$ cat src/rtl/assert_macros.svh
// Assertion macros shared by the RTL files of the task dispatcher.
`ifndef ASSERT_MACROS_SVH
`define ASSERT_MACROS_SVH
`ifndef NO_ASSERTIONS
`define ASSERT_CLK(label, clk, rst_n, prop) \
	label: assert property (@(posedge clk) disable iff (!rst_n) prop) \
		else $error("assertion failed");
`define ASSERT_NEVER(label, clk, rst_n, cond) \
	label: assert property (@(posedge clk) disable iff (!rst_n) !(cond)) \
		else $error("forbidden condition seen");
`else
`define ASSERT_CLK(label, clk, rst_n, prop)
`define ASSERT_NEVER(label, clk, rst_n, cond)
`endif
`endif

$ cat src/rtl/ptd_pkg.sv
// Package with the types and constants of the periodic task dispatcher.
package ptd_pkg;

	localparam int TASK_W      = 8;
	localparam int PER_W       = 16;
	localparam int NOW_W       = 31;
	localparam int SLOT_W      = 4;
	localparam int CNT_W       = 5;
	localparam int MAX_RESULTS = 16;
	localparam int N_W         = 5;

	typedef logic [1:0] kind_t;

	localparam kind_t KIND_TICK   = 2'd0;
	localparam kind_t KIND_CREATE = 2'd1;
	localparam kind_t KIND_DELETE = 2'd2;
	localparam kind_t KIND_CLEAR  = 2'd3;

	typedef enum logic [2:0] {
		ST_IDLE,
		ST_TSCAN,
		ST_DIV,
		ST_DSCAN,
		ST_DCHK,
		ST_RESP,
		ST_FLUSH
	} state_t;

endpackage

$ cat src/rtl/ptd_ram.sv
// Generic single-port RAM with a registered read.
module ptd_ram #(
	parameter int WIDTH = 24,
	parameter int DEPTH = 16
) (
	input  logic                     clk,
	input  logic                     we,
	input  logic [$clog2(DEPTH)-1:0] addr,
	input  logic [WIDTH-1:0]         wdata,
	output logic [WIDTH-1:0]         rdata
);

	logic [WIDTH-1:0] mem_q [DEPTH];

	always_ff @(posedge clk) begin
		if (we) begin
			mem_q[addr] <= wdata;
		end
		rdata <= mem_q[addr];
	end

endmodule

$ cat src/rtl/periodic_task_dispatcher_core.sv
// Top level of the periodic task dispatcher: slot table, scan sequencer and modulo unit.
//
//  channel   | handshake            | payload
//  ----------+----------------------+--------------------------------------------------
//  command   | start / busy         | kind, task_id, slot, period, now
//  result    | strobe (no stall)    | done_kind, due, due_slot, due_task, found, last
//
// Create and clear go straight from the accepting cycle to their result beat.
// Delete walks the slots through the table RAM port until a match or the last slot.
// A tick walks the slots, skipping disabled ones; for each enabled slot a shared
// restoring remainder unit works one bit of now per cycle, and the scan ends with
// one final beat.
// Reset clears the enable marks at once; the table RAM needs no clearing pass.
// Result beats last one cycle and cannot be held off; busy stays high until the last one.
module periodic_task_dispatcher_core
	import ptd_pkg::*;
#(
	parameter int SLOTS = 16
) (
	input  logic              clk,
	input  logic              arst_n,
	input  logic              start,
	output logic              busy,
	input  logic [1:0]        kind,
	input  logic [TASK_W-1:0] task_id,
	input  logic [SLOT_W-1:0] slot,
	input  logic [PER_W-1:0]  period,
	input  logic [NOW_W-1:0]  now,
	output logic              strobe,
	output logic [1:0]        done_kind,
	output logic              due,
	output logic [SLOT_W-1:0] due_slot,
	output logic [TASK_W-1:0] due_task,
	output logic              found,
	output logic              last
);

	`include "assert_macros.svh"

	localparam int IW = $clog2(SLOTS);

	state_t              state_q, state_d;
	logic [IW-1:0]       idx_q, idx_d;
	logic [CNT_W-1:0]    cnt_q, cnt_d;
	logic [PER_W-1:0]    rem_q, rem_d;
	logic [N_W-1:0]      n_q, n_d;
	logic                pv_q, pv_d;
	logic                found_q, found_d;
	logic [SLOTS-1:0]    en_q, en_d;
	kind_t               kind_q;
	logic [TASK_W-1:0]   id_q;
	logic [NOW_W-1:0]    now_q;
	logic [SLOT_W-1:0]   pend_slot_q;
	logic [TASK_W-1:0]   pend_task_q;
	logic                pend_load;

	logic                ram_we;
	logic [IW-1:0]       ram_addr;
	logic [TASK_W+PER_W-1:0] ram_rdata;
	logic [TASK_W-1:0]   rd_task;
	logic [PER_W-1:0]    rd_per;

	logic [6:0]          slot_w;
	logic [6:0]          idx_w;
	logic [IW-1:0]       slot_a;
	logic                slot_ok;
	logic                idx_last;
	logic                accept;

	logic [PER_W:0]      shifted;
	logic [PER_W:0]      diff;
	logic [PER_W-1:0]    rem_new;

	assign slot_w   = 7'(slot);
	assign slot_a   = slot_w[IW-1:0];
	assign slot_ok  = slot_w < 7'(SLOTS);
	assign idx_w    = 7'(idx_q);
	assign idx_last = idx_q == IW'(SLOTS - 1);
	assign accept   = start && !busy;
	assign rd_task  = ram_rdata[TASK_W+PER_W-1:PER_W];
	assign rd_per   = ram_rdata[PER_W-1:0];

	// The shared remainder unit brings in one bit of now per cycle.
	assign shifted = {rem_q, now_q[cnt_q]};
	assign diff    = shifted - {1'b0, rd_per};
	assign rem_new = (shifted >= {1'b0, rd_per}) ? diff[PER_W-1:0] : shifted[PER_W-1:0];

	ptd_ram #(
		.WIDTH(TASK_W + PER_W),
		.DEPTH(SLOTS)
	) u_table (
		.clk  (clk),
		.we   (ram_we),
		.addr (ram_addr),
		.wdata({task_id, period}),
		.rdata(ram_rdata)
	);

	always_comb begin
		state_d   = state_q;
		idx_d     = idx_q;
		cnt_d     = cnt_q;
		rem_d     = rem_q;
		n_d       = n_q;
		pv_d      = pv_q;
		found_d   = found_q;
		en_d      = en_q;
		pend_load = 1'b0;
		ram_we    = 1'b0;
		ram_addr  = idx_q;
		strobe    = 1'b0;
		done_kind = kind_q;
		due       = 1'b0;
		due_slot  = '0;
		due_task  = '0;
		found     = 1'b0;
		last      = 1'b0;
		case (state_q)
			ST_IDLE: begin
				ram_addr = slot_a;
				if (start) begin
					idx_d   = '0;
					n_d     = '0;
					pv_d    = 1'b0;
					found_d = 1'b0;
					case (kind)
						KIND_CREATE: begin
							ram_we = slot_ok;
							if (slot_ok) begin
								en_d[slot_a] = period != '0;
							end
							state_d = ST_RESP;
						end
						KIND_DELETE: state_d = ST_DSCAN;
						KIND_CLEAR: begin
							en_d    = '0;
							state_d = ST_RESP;
						end
						default: state_d = ST_TSCAN;
					endcase
				end
			end
			ST_TSCAN: begin
				if (en_q[idx_q]) begin
					rem_d   = '0;
					cnt_d   = CNT_W'(NOW_W - 1);
					state_d = ST_DIV;
				end else if (idx_last) begin
					state_d = pv_q ? ST_FLUSH : ST_RESP;
				end else begin
					idx_d = idx_q + IW'(1);
				end
			end
			ST_DIV: begin
				rem_d = rem_new;
				cnt_d = cnt_q - CNT_W'(1);
				if (cnt_q == '0) begin
					if (rem_new == '0) begin
						if (pv_q) begin
							strobe   = 1'b1;
							due      = 1'b1;
							due_slot = pend_slot_q;
							due_task = pend_task_q;
						end
						pend_load = 1'b1;
						pv_d      = 1'b1;
						n_d       = n_q + N_W'(1);
						if (n_q == N_W'(MAX_RESULTS - 1) || idx_last) begin
							state_d = ST_FLUSH;
						end else begin
							idx_d   = idx_q + IW'(1);
							state_d = ST_TSCAN;
						end
					end else if (idx_last) begin
						state_d = pv_q ? ST_FLUSH : ST_RESP;
					end else begin
						idx_d   = idx_q + IW'(1);
						state_d = ST_TSCAN;
					end
				end
			end
			ST_DSCAN: begin
				if (en_q[idx_q]) begin
					state_d = ST_DCHK;
				end else if (idx_last) begin
					state_d = ST_RESP;
				end else begin
					idx_d = idx_q + IW'(1);
				end
			end
			ST_DCHK: begin
				if (rd_task == id_q) begin
					en_d[idx_q] = 1'b0;
					found_d     = 1'b1;
					state_d     = ST_RESP;
				end else if (idx_last) begin
					state_d = ST_RESP;
				end else begin
					idx_d   = idx_q + IW'(1);
					state_d = ST_DSCAN;
				end
			end
			ST_RESP: begin
				strobe  = 1'b1;
				last    = 1'b1;
				found   = found_q;
				state_d = ST_IDLE;
			end
			ST_FLUSH: begin
				strobe   = 1'b1;
				due      = 1'b1;
				due_slot = pend_slot_q;
				due_task = pend_task_q;
				last     = 1'b1;
				state_d  = ST_IDLE;
			end
			default: state_d = ST_IDLE;
		endcase
	end

	always_ff @(posedge clk or negedge arst_n) begin
		if (!arst_n) begin
			state_q <= ST_IDLE;
			idx_q   <= '0;
			cnt_q   <= '0;
			n_q     <= '0;
			pv_q    <= 1'b0;
			found_q <= 1'b0;
			en_q    <= '0;
		end else begin
			state_q <= state_d;
			idx_q   <= idx_d;
			cnt_q   <= cnt_d;
			n_q     <= n_d;
			pv_q    <= pv_d;
			found_q <= found_d;
			en_q    <= en_d;
		end
	end

	always_ff @(posedge clk) begin
		rem_q <= rem_d;
		if (accept) begin
			kind_q <= kind;
			id_q   <= task_id;
			now_q  <= now;
		end
		if (pend_load) begin
			pend_slot_q <= idx_w[SLOT_W-1:0];
			pend_task_q <= rd_task;
		end
	end

	assign busy = state_q != ST_IDLE;

	`ASSERT_NEVER(a_beat_only_busy, clk, arst_n, strobe && !busy)
	`ASSERT_CLK(a_accept_busy, clk, arst_n, accept |=> busy)
	`ASSERT_CLK(a_last_idle, clk, arst_n, (strobe && last) |=> !busy)
	`ASSERT_CLK(a_more_tick_due, clk, arst_n, (strobe && !last) |-> (due && done_kind == KIND_TICK))

endmodule
$ cat config.mk
export PLATFORM = sky130hd
export DESIGN_NAME = periodic_task_dispatcher_core
export DESIGN_NICKNAME = d
export VERILOG_FILES = /design/src/rtl/ptd_pkg.sv /design/src/rtl/ptd_ram.sv /design/src/rtl/periodic_task_dispatcher_core.sv
export VERILOG_INCLUDE_DIRS = /design/src /design/src/rtl
export SDC_FILE = /design/constraint.sdc
export NUM_CORES = 1
export LEC_CHECK = 0
export BUFFER_PORTS_ARGS = -buffer_cell sky130_fd_sc_hd__buf_2
export CAP_MARGIN = 5
export CORE_ASPECT_RATIO = 1.1
export CORE_MARGIN = 4
export CORE_UTILIZATION = 40
export DETAILED_ROUTE_END_ITERATION = 10
export GPL_TIMING_DRIVEN = 1
export SLEW_MARGIN = 20
export SYNTH_ARGS = -nofsm -noshare
export SYNTH_HDL_FRONTEND = slang
export SYNTH_SLANG_ARGS = --single-unit
$ cat constraint.sdc
create_clock -name clk -period 4.98 [get_ports clk]
set_input_delay 0.498 -clock clk [delete_from_list [all_inputs] [get_ports clk]]
set_output_delay 0.498 -clock clk [all_outputs]
set_load 0.005 [all_outputs]
# --- Word level (Yosys, flattened, before mapping) ---
# Memories as Yosys holds them, arrays and structs flattened. A register that Yosys moved wholly into a read port is not among the register bits.
# Index checks and enable logic that the tools add are counted.
op_classes:
  n_lt_le_gt_ge: 7
  n_addsub: 4
  n_reduce_logical: 23
  n_mux: 75
  bitwise: 2
  eq_ne: 24
op_table:
  columns: ["cell", "n"]
  rows:
  - ["$pmux W16 S2", 3]
  - ["$mux W16", 5]
  - ["$mux W4", 11]
  - ["$mux W3", 11]
  - ["$mux W8", 3]
  - ["$mux W1", 21]
  - ["$mux W5", 4]
  - ["$pmux W5 S2", 2]
  - ["$ge A17 B16 Y1", 1]
  - ["$and A16 B16 Y16", 1]
  - ["$bwmux W16", 1]
  - ["$logic_not A16 Y1", 1]
  - ["$not A16 Y16", 1]
  - ["$pmux W4 S4", 1]
  - ["$pmux W8 S2", 1]
  - ["$reduce_bool A16 Y1", 1]
  - ["$sub A16 B16 Y16", 1]
  - ["$lt A4 B5 Y1 const B", 3]
  - ["$pmux W3 S5", 1]
  - ["$ne A2 B2 Y1 const B", 7]
  - ["$ne A3 B3 Y1 const B", 4]
  - ["$eq A3 B3 Y1 const B", 3]
  - ["$demux W1 S4", 2]
  - ["$eq A8 B8 Y1", 1]
  - ["other kinds (32)", 45]
totals:
  out_inout_bits: 19
  elab_cells: 149
  mem_count: 1
  input_bits: 64
  register_bits: 104
  ramBits: 384
memory_table:
  columns: ["memory", "words", "word_bits", "read_ports", "rd_ports_with_merged_regs", "wr", "line_no", "rtl"]
  rows:
  - ["u_table.mem_q", 16, 24, 1, 1, 1, "ptd_ram.sv:13", "logic [WIDTH-1:0] mem_q [DEPTH];"]

# --- Longest topological paths before layout ---
# Gate-level depths: netlist (run 1).
logic_depth:
  ltp_word: 9
  ltp_mapped: 18
  depth_no_buf: 16

# --- Modules after synthesis ---
# From an unflattened synthesis (run 1), not the netlist that was laid out.
unflattened:
  cells_unflattened: 1255
  hier_area_um2: 21179.1
modules_own_cells:
  columns: ["mod", "seq_area_each_um2", "area_per_inst_um2", "instances", "cells_per_inst"]
  rows:
  - ["ptd_ram", 12011.5, 14955.6, 1, 637]
  - ["periodic_task_dispatcher_core", 2947.8, 6223.5, 1, 618]

# --- Least setup slack after synthesis (run 1) ---
# No wires, ideal clock.
synth_timing:
  path_type: "reg-to-reg"
  startpoint: "register cnt_q[0]"
  endpoint: "register pend_slot_q[0], enable pin"
  synth_period_minus_slack_ns: 5.051
  arrival_time_ns: 4.654
  n_path_buf: 1
  path_stages_with_launch: 16
  required_ns: 4.584
  setup_time_ns: 0.396
  setup_slack_ns: -0.071
  path_cell_list: "dfrtp_1 buf_6 mux4_2 mux4_2 nor2b_4 a31oi_4 ha_1 fa_1 nand2b_1 a21o_1 a21o_1 xnor2_1 or4b_1 o31ai_2 nand3_4 nor3_1"
synth_via:
  elab_chain_len: 8
  word_cells_on_any_way: 10
  cone_classes: "add/sub (1); order compare (1); mux (6); reduce/logical (2)"
synth_lines:
  columns: ["item", "line_no", "rtl"]
  rows:
  - ["start: declaration", "periodic_task_dispatcher_core.sv:44", "logic [CNT_W-1:0] cnt_q, cnt_d;"]
  - ["start signal: assignment", "periodic_task_dispatcher_core.sv:233", "cnt_q <= cnt_d;"]
  - ["$bmux W1 S5", "periodic_task_dispatcher_core.sv:84", "assign shifted = {rem_q, now_q[cnt_q]};"]
  - ["$mux W1 (implied by the code)", "periodic_task_dispatcher_core.sv:84", null]
  - ["$sub A16 B16 Y16 or $ge A17 B16 Y1 (tied branches)", "periodic_task_dispatcher_core.sv:85, periodic_task_dispatcher_core.sv:86", null]
  - ["$mux W16", "periodic_task_dispatcher_core.sv:86", "assign rem_new = (shifted >= {1'b0, rd_per}) ? diff[PER_W-1:0] : shifted[PER_W-1:0];"]
  - ["$logic_not A16 Y1", "periodic_task_dispatcher_core.sv:158", "if (rem_new == '0) begin"]
  - ["$mux W1", "periodic_task_dispatcher_core.sv:158", null]
  - ["$mux W1 (*)", "periodic_task_dispatcher_core.sv:157", "if (cnt_q == '0) begin"]
  - ["$mux W1 (*)", "periodic_task_dispatcher_core.sv:118", "case (state_q)"]
  - ["named net pend_load", "periodic_task_dispatcher_core.sv:55", "logic pend_load;"]
  - ["end signal: assignment", "periodic_task_dispatcher_core.sv:249", "pend_slot_q <= idx_w[SLOT_W-1:0];"]
  - ["end: declaration", "periodic_task_dispatcher_core.sv:53", "logic [SLOT_W-1:0] pend_slot_q;"]
# The timed path passes the listed nets; every way through them passes the cells marked *. The select of a mux whose other input is x is not followed.
# A chain may end at the register's enable or synchronous reset.

# --- Worst setup path in the final report (run 1) ---
layout_timing:
  startpoint: "register cnt_q[0]"
  endpoint: "output due_task[3]"
layout_via:
  elab_chain_len: 8
  word_cells_on_any_way: 10
  cone_classes: "add/sub (1); order compare (1); mux (6); reduce/logical (2)"
layout_lines:
  columns: ["item", "line_no", "rtl"]
  rows:
  - ["$bmux W1 S5", "periodic_task_dispatcher_core.sv:84", null]
  - ["$mux W1 (implied by the code)", "periodic_task_dispatcher_core.sv:84", null]
  - ["$sub A16 B16 Y16 or $ge A17 B16 Y1 (tied branches)", "periodic_task_dispatcher_core.sv:85, periodic_task_dispatcher_core.sv:86", null]
  - ["$mux W16", "periodic_task_dispatcher_core.sv:86", null]
  - ["$logic_not A16 Y1", "periodic_task_dispatcher_core.sv:158", null]
  - ["$mux W8", "periodic_task_dispatcher_core.sv:158", null]
  - ["$mux W8 (*)", "periodic_task_dispatcher_core.sv:157", null]
  - ["$pmux W8 S2 (*)", "periodic_task_dispatcher_core.sv:118", null]
  - ["end: declaration", "periodic_task_dispatcher_core.sv:33", "output logic [TASK_W-1:0] due_task,"]
# Every way passes the cells marked *; elsewhere a longest branch is shown, timed or not. The select of a mux whose other input is x is not followed.

==> flow_metrics.tcl, run 1 <==
set metrics [dict create \
    drive_gt1_frac 0.158 \
    switching_share 0.366 \
    num_vias 14678 \
    die_h_microns 254 \
    layout_setup_ws_ns -0.673 \
    power_density_mw_per_mm2 572 \
    clockBufferDepth 3 \
    cts.sinks 512 \
    clk_pin_slew_ns 0.06 \
    slew_violations 0 \
    hp-start "now[7]" \
    fin_util 0.469 \
    hold_violations 0 \
    rrSetupSlack_ns 0.36 \
    final.setup_skew_ns 0.0530 \
    gp_congestion 0.868 \
    cp_cell_sequence "mux4_2 -> mux4_2 -> nor2b_4 -> a31oi_4 -> ha_4 -> fa_2 -> nand2b_4 -> a21o_1 -> a21o_1 -> xnor2_1 -> or4b_4 -> o31ai_4 -> nand3_4 -> nor4_4 -> buf_4 -> o21ba_4 -> and2_4 -> buf_6" \
    drt_pass1_iterations 5 \
    rsz0062_at_grt "true" \
    yosysTopAreaCell "edfxtp_1" \
    path_class "reg -> out" \
    final_nets 1961 \
    preCtsSetupSlack_ns -0.359 \
    r2r_start "cnt_q[0]" \
    worstSetupEndpointType "output port" \
    placed_area_sq_mm 0.0235 \
    fp.dieArea_sq_mm 0.0587 \
    io_buffer_count 82 \
    syn_area_sq_mm 0.0220 \
    fin_area_sq_mm 0.0254 \
    reg2reg_depth 16 \
    combPwrFrac 0.364 \
    synthTopCellsByArea "edfxtp_1 62%, nand2_1 7.5%, dfrtp_1 4.0%, a311oi_1 2.9%, nand3_1 2.6%" \
    min_to "now_q[7]" \
    crit_fanout 6 \
    n_fill_cell 4819 \
    status "finished, violations left" \
    numCtsBuffers 52 \
    ys_seq_area_frac 0.681 \
    track_usage 0.188 \
    synth_cells 1788 \
    fp-row-count 89 \
    yosysWarnings 0 \
    drv_cap 0 \
    grt_max_degree 137 \
    violations "setup timing" \
    synth_flop_cell "edfxtp_1" \
    synth_edf_count 453 \
    p_leak_uw 0.00910 \
    ys_ff_latch 512 \
    clk_latency_ns 0.62 \
    startpoint_type "flop" \
    grt_first_pass_wirelength_mm 85.8 \
    p_switching_uw 5310 \
    wl_mm 56.4 \
    drc_errors 0 \
    synth_nets 1876 \
    timing.final.crit_share 1.14 \
    io_pins 83 \
    grt_pass1_vias 14268 \
    cts-htree-levels 2 \
    drt_iter0_markers 1325 \
    tightest_slew_ns 1.01 \
    synth-async-reset-ratio 0.0684 \
    dp_hpwl_mm 31.4 \
    vdd_ir_drop_max_v 0.000440 \
    crit_required_ns 4.48 \
    syn_avg_cell_area_sq_um 12.3 \
    grt_overflow 0 \
    hp-class "in -> reg" \
    pwr-share-seq 0.366 \
    area_growth_pct 15.5 \
    layout_min_cycle_time_ns 5.65 \
    hold_depth 1 \
    avgViaCountPerCell 5.55 \
    cts_root_buffer "clkbuf_16" \
    synth_top_cell_area_share 0.620 \
    crit_slowest_cell "or4b_4" \
    r2r_end "pend_task_q[0]" \
    clock.fmax_mhz 177 \
    slew_headroom 0.324 \
    cts_tree "built" \
    internal_power_uw 9210 \
    die_x_microns 231 \
    wl_per_cell_microns 21.3 \
    ant_nets 0 \
    arrival_ns 5.15 \
    setup_violations 14 \
    max_stage_delay_ns 0.54 \
    antenna_found_initial 5 \
    core_sq_mm 0.0540 \
    ys_types 71 \
    pwr-share-clk 0.270 \
    start_util 0.407 \
]
placed cells by master (no fill, tap or decap), types with 8 or more instances in the layout:
master     instances
and3_1            54
ha_1              22
and2_1            12
buf_4             58
xor2_1            11
clkbuf_1          14
clkinv_2          12
mux4_2            13
o31ai_1           18
mux2i_1           12
nor2_1            43
a21o_1             8
a31oi_1           37
edfxtp_1         453
buf_2             81
o21ai_0           39
a21oi_1           75
nand2b_1           8
nor4_1             8
nand3_1          113
nor3_2            16
clkbuf_16         52
inv_1             29
dfrtp_1           34
dfxtp_1           24
a311oi_1          72
nor2b_1           11
nand2_1          441
nor3_1            12
registers in the layout, indices dropped and copies added (netlist names), 5 cells and up:
register / flops
id_q: 8
now_q: 31
u_table.rdata: 24
pend_task_q: 8
cnt_q: 5
rem_q: 16
u_table.mem_q: 384
en_q: 16
n_q: 5
per-layer routing:
| layer | vias to the layer above | part of all wire | global-route usage |
|---|---|---|---|
| li1 | 6800 | - | - |
| met1 | 7272 | 0.43 | 0.260 |
| met5 | - | 0.00074 | 0 |
| met4 | 8 | 0.022 | 0.0474 |
| met3 | 108 | 0.065 | 0.0379 |
| met2 | 490 | 0.48 | 0.306 |
critical path: cells and delay by family, from the launching register on:
kind,cells,cell delay (ns)
AOI/OAI and AO/OA,5,0.93
xor gates and xnor gates,1,0.09
adders and majority gates,2,0.39
buffers and inverters,2,0.30
DFF,1,0.46
muxes,2,1.01
and+or+nand+nor,6,1.36
Yosys cell counts (23+ instances only):
library cell / count
a21oi_1: 78
a311oi_1: 72
a31oi_1: 37
and3_1: 54
clkbuf_1: 98
dfrtp_1: 35
dfxtp_1: 24
edfxtp_1: 453
ha_1: 23
inv_1: 29
nand2_1: 441
nand3_1: 113
nor2_1: 47
nor3_1: 28
o21ai_0: 39
worst max path at each step:
stage / start / to / slack (ns) / cells past startpoint
2_1_floorplan: cnt_q[0] / due_slot[0] / 0.1 / 18
3_3_place_gp: cnt_q[0] / due_slot[0] / -0.24 / 17
3_5_place_dp: cnt_q[0] / due_slot[0] / -0.36 / 17
4_1_cts: cnt_q[0] / due_task[2] / -0.76 / 18
5_1_grt: cnt_q[0] / due_task[2] / -0.90 / 19
6_report: cnt_q[0] / due_task[3] / -0.67 / 18
stage by stage:
stage | TNS [ns] | power (uW) | hold WS, ns | std cells
floorplan | 0 | 8810 | 0.202 | 1788
global placement | -2.97 | 10400 | 0.456 | 2539
detailed placement | -4.51 | 10500 | 0.461 | 2539
CTS | -9.81 | 14500 | 0.0312 | 2642
global route | -11.80 | 15300 | 0.0406 | 2645
finish | -8.66 | 14500 | 0.0667 | 2646
timing repair:
action,CTS,global route
hold endpoints to repair,32,0
setup endpoints to repair,14,14
gates cloned,1,0
setup buffers,3,3
pin swaps,6,8
resized for setup,15,15
hold buffers,1,0
logic make-up after synthesis:
family          synth area share
mux                       0.0222
fa+ha+maj                 0.0140
flops                      0.681
xor+xnor                 0.00678
compound gates            0.0955
simple gates               0.155
buf+inv                   0.0256
power groups by stage:
| stage | clock [uW] | sequential, uW | combinational (uW) |
|---|---|---|---|
| floorplan | 0 | 5230 | 3580 |
| global placement | 0 | 5390 | 5060 |
| detailed placement | 0 | 5390 | 5110 |
| CTS | 4010 | 5310 | 5200 |
| global route | 4180 | 5350 | 5810 |
| finish | 3920 | 5320 | 5280 |
layout make-up:
| type | instances | area [sq um] | share of cell area |
|---|---|---|---|
| antenna | 1 | 2.50 | 0.0000987 |
| timing repair buffer | 145 | 925 | 0.0365 |
| tap | 728 | 911 | 0.0359 |
| multi-input combinational | 1133 | 6730 | 0.265 |
| inverter | 29 | 109 | 0.00429 |
| clock buffer | 72 | 1440 | 0.0566 |
| clock inverter | 26 | 283 | 0.0112 |
| sequential | 512 | 15000 | 0.590 |
No activity file was read; power rests on OpenSTA's default activity.
==> run 2: changes to the inputs <==
CORE_ASPECT_RATIO = 0.7   (was 1.1)
==> flow_metrics.tcl, run 2 (synthesized netlist as in run 1, its figures left out) <==
set metrics [dict create \
    drc_errors 0 \
    core_sq_mm 0.0540 \
    startpoint_type "flop" \
    hp-class "in -> async" \
    crit_fanout 7 \
    dp_hpwl_mm 34.6 \
    arrival_ns 5.05 \
    final_common_cell "edfxtp_1" \
    io_buffer_count 82 \
    grt_first_pass_wirelength_mm 87.1 \
    area_growth_pct 15.0 \
    grt_pass1_vias 14234 \
    status "finished, violations left" \
    clock.fmax_mhz 180 \
    final.setup_skew_ns 0.0222 \
    grt_max_degree 118 \
    clk_pin_slew_ns 0.06 \
    layout_common_cells "453 x edfxtp_1, 441 x nand2_1, 113 x nand3_1, 79 x buf_2, 77 x a21oi_1" \
    worstSetupEndpointType "output port" \
    die_h_microns 204 \
    largest_reg_flops 384 \
    violations "setup timing" \
    combPwrFrac 0.378 \
    dp_cells 2556 \
    hold_violations 0 \
    stdcell_count 2650 \
    slew_headroom 0.369 \
    tightest_slew_ns 0.944 \
    drt_iter0_markers 1472 \
    gp_congestion 0.911 \
    layout_setup_ws_ns -0.573 \
    setup_tns_ns -7.34 \
    vdd_ir_drop_max_v 0.000369 \
    timing.final.crit_share 1.12 \
    path_class "reg -> out" \
    wl_mm 56.6 \
    internal_power_uw 8920 \
    reg_top3 "u_table.mem_q x384, now_q x31, u_table.rdata x24" \
    die_x_microns 288 \
    n_fill_cell 4854 \
    fp-row-count 71 \
    rsz0062_at_grt "true" \
    final_nets 1967 \
    switching_share 0.374 \
    regMostFlops "u_table.mem_q" \
    fin_area_sq_mm 0.0252 \
    p_switching_uw 5340 \
    antenna_found_initial 2 \
    fp.dieArea_sq_mm 0.0588 \
    cts.sinks 512 \
    cts_root_buffer "clkbuf_16" \
    clockBufferDepth 3 \
    num_vias 14748 \
    drt_pass1_iterations 6 \
    io_pins 83 \
    clk_latency_ns 0.57 \
    grt_overflow 0 \
    pwr-share-clk 0.250 \
    p_leak_uw 0.00905 \
    drive_gt1_frac 0.153 \
    start_util 0.407 \
    placed_area_sq_mm 0.0236 \
    drv_cap 0 \
    track_usage 0.191 \
    layout_min_cycle_time_ns 5.55 \
    pwr-share-seq 0.373 \
    avgViaCountPerCell 5.57 \
    numCtsBuffers 49 \
    slew_violations 0 \
    cts_tree "built" \
    setup_violations 14 \
    wl_per_cell_microns 21.4 \
    power_density_mw_per_mm2 565 \
    crit_required_ns 4.48 \
    cts-htree-levels 2 \
    ant_nets 0 \
]
## run 2: changes by cell type in the layout (fill, tap and decap cells not counted), moves of 3 or more
cell,delta
clkinv_2,-5
clkinv_1,+7
buf_12,+4
clkbuf_8,-5
clkinvlp_4,+3
and2_4,-4
buf_4,+7
and2_1,+4
## run 2: through the flow
stage / hold WS, ns / worst slack (ns) / utilization / total power, uW
final: 0.0784 / -0.573 / 0.467 / 14300
after CTS: 0.0729 / -0.688 / 0.466 / 14300
after detailed placement: 0.464 / -0.290 / 0.437 / 10700
after global routing: 0.0929 / -0.841 / 0.467 / 15100
after global placement: 0.464 / -0.217 / 0.437 / 10600
after floorplan: 0.202 / 0.0958 / - / 8810
## run 2: what timing repair did
item | in CTS | in global routing
pin swaps | 6 | 7
gates cloned | 1 | 0
hold buffers | 0 | 0
setup endpoints to repair | 14 | 14
setup buffers | 1 | 0
gates resized for setup | 10 | 12
## run 2: layout make-up
class                      instances  area (sq um)  area share
inverter                          29           109     0.00431
sequential                       512         15000       0.593
clock buffer                      63          1310      0.0519
tap                              730           913      0.0362
multi-input combinational       1133          6690       0.265
antenna                            1          2.50   0.0000991
timing repair buffer             154          1050      0.0417
clock inverter                    28           213     0.00843
## run 2: path summary, 6_finish.rpt
path                           from  depth (start not counted)  slack (ns)             end
min                          arst_n                          1        0.08         found_q
max                        cnt_q[0]                         18       -0.57     due_task[6]
max in group asynchronous    arst_n                          1        4.24        cnt_q[0]
min in group clk             now[7]                          1        0.12        now_q[7]
min reg2reg                 found_q                          1        0.49         found_q
max reg2reg                cnt_q[0]                         16        0.32  pend_task_q[7]
## run 2: layer usage
metal  part of all wire  track usage  vias up
li1                   -            -     6817
met1               0.48        0.302     7357
met2               0.44        0.281      505
met3              0.071       0.0300       67
met4              0.013       0.0332        2
met5            0.00023            0        -
## run 2: worst max-delay path, stage by stage (launching register included)
cell	delay, ns
dfrtp_2	0.46
mux4_2	0.53
mux4_2	0.51
nor2b_4	0.15
a31oi_4	0.18
ha_4	0.16
fa_2	0.19
nand2b_4	0.12
a21o_1	0.16
a21o_1	0.18
xnor2_2	0.08
or4b_4	0.57
o31ai_4	0.31
nand3_4	0.13
nor4_4	0.14
buf_4	0.18
o21ba_4	0.19
and2_1	0.15
buf_2	0.11
## run 2: power groups by stage
stage / Clock [uW] / Combinational (uW) / Sequential (uW)
4_1_cts: 3630 / 5310 / 5310
2_1_floorplan: 0 / 3580 / 5230
3_3_place_gp: 0 / 5240 / 5390
6_report: 3560 / 5380 / 5310
3_5_place_dp: 0 / 5270 / 5400
5_1_grt: 3850 / 5930 / 5340
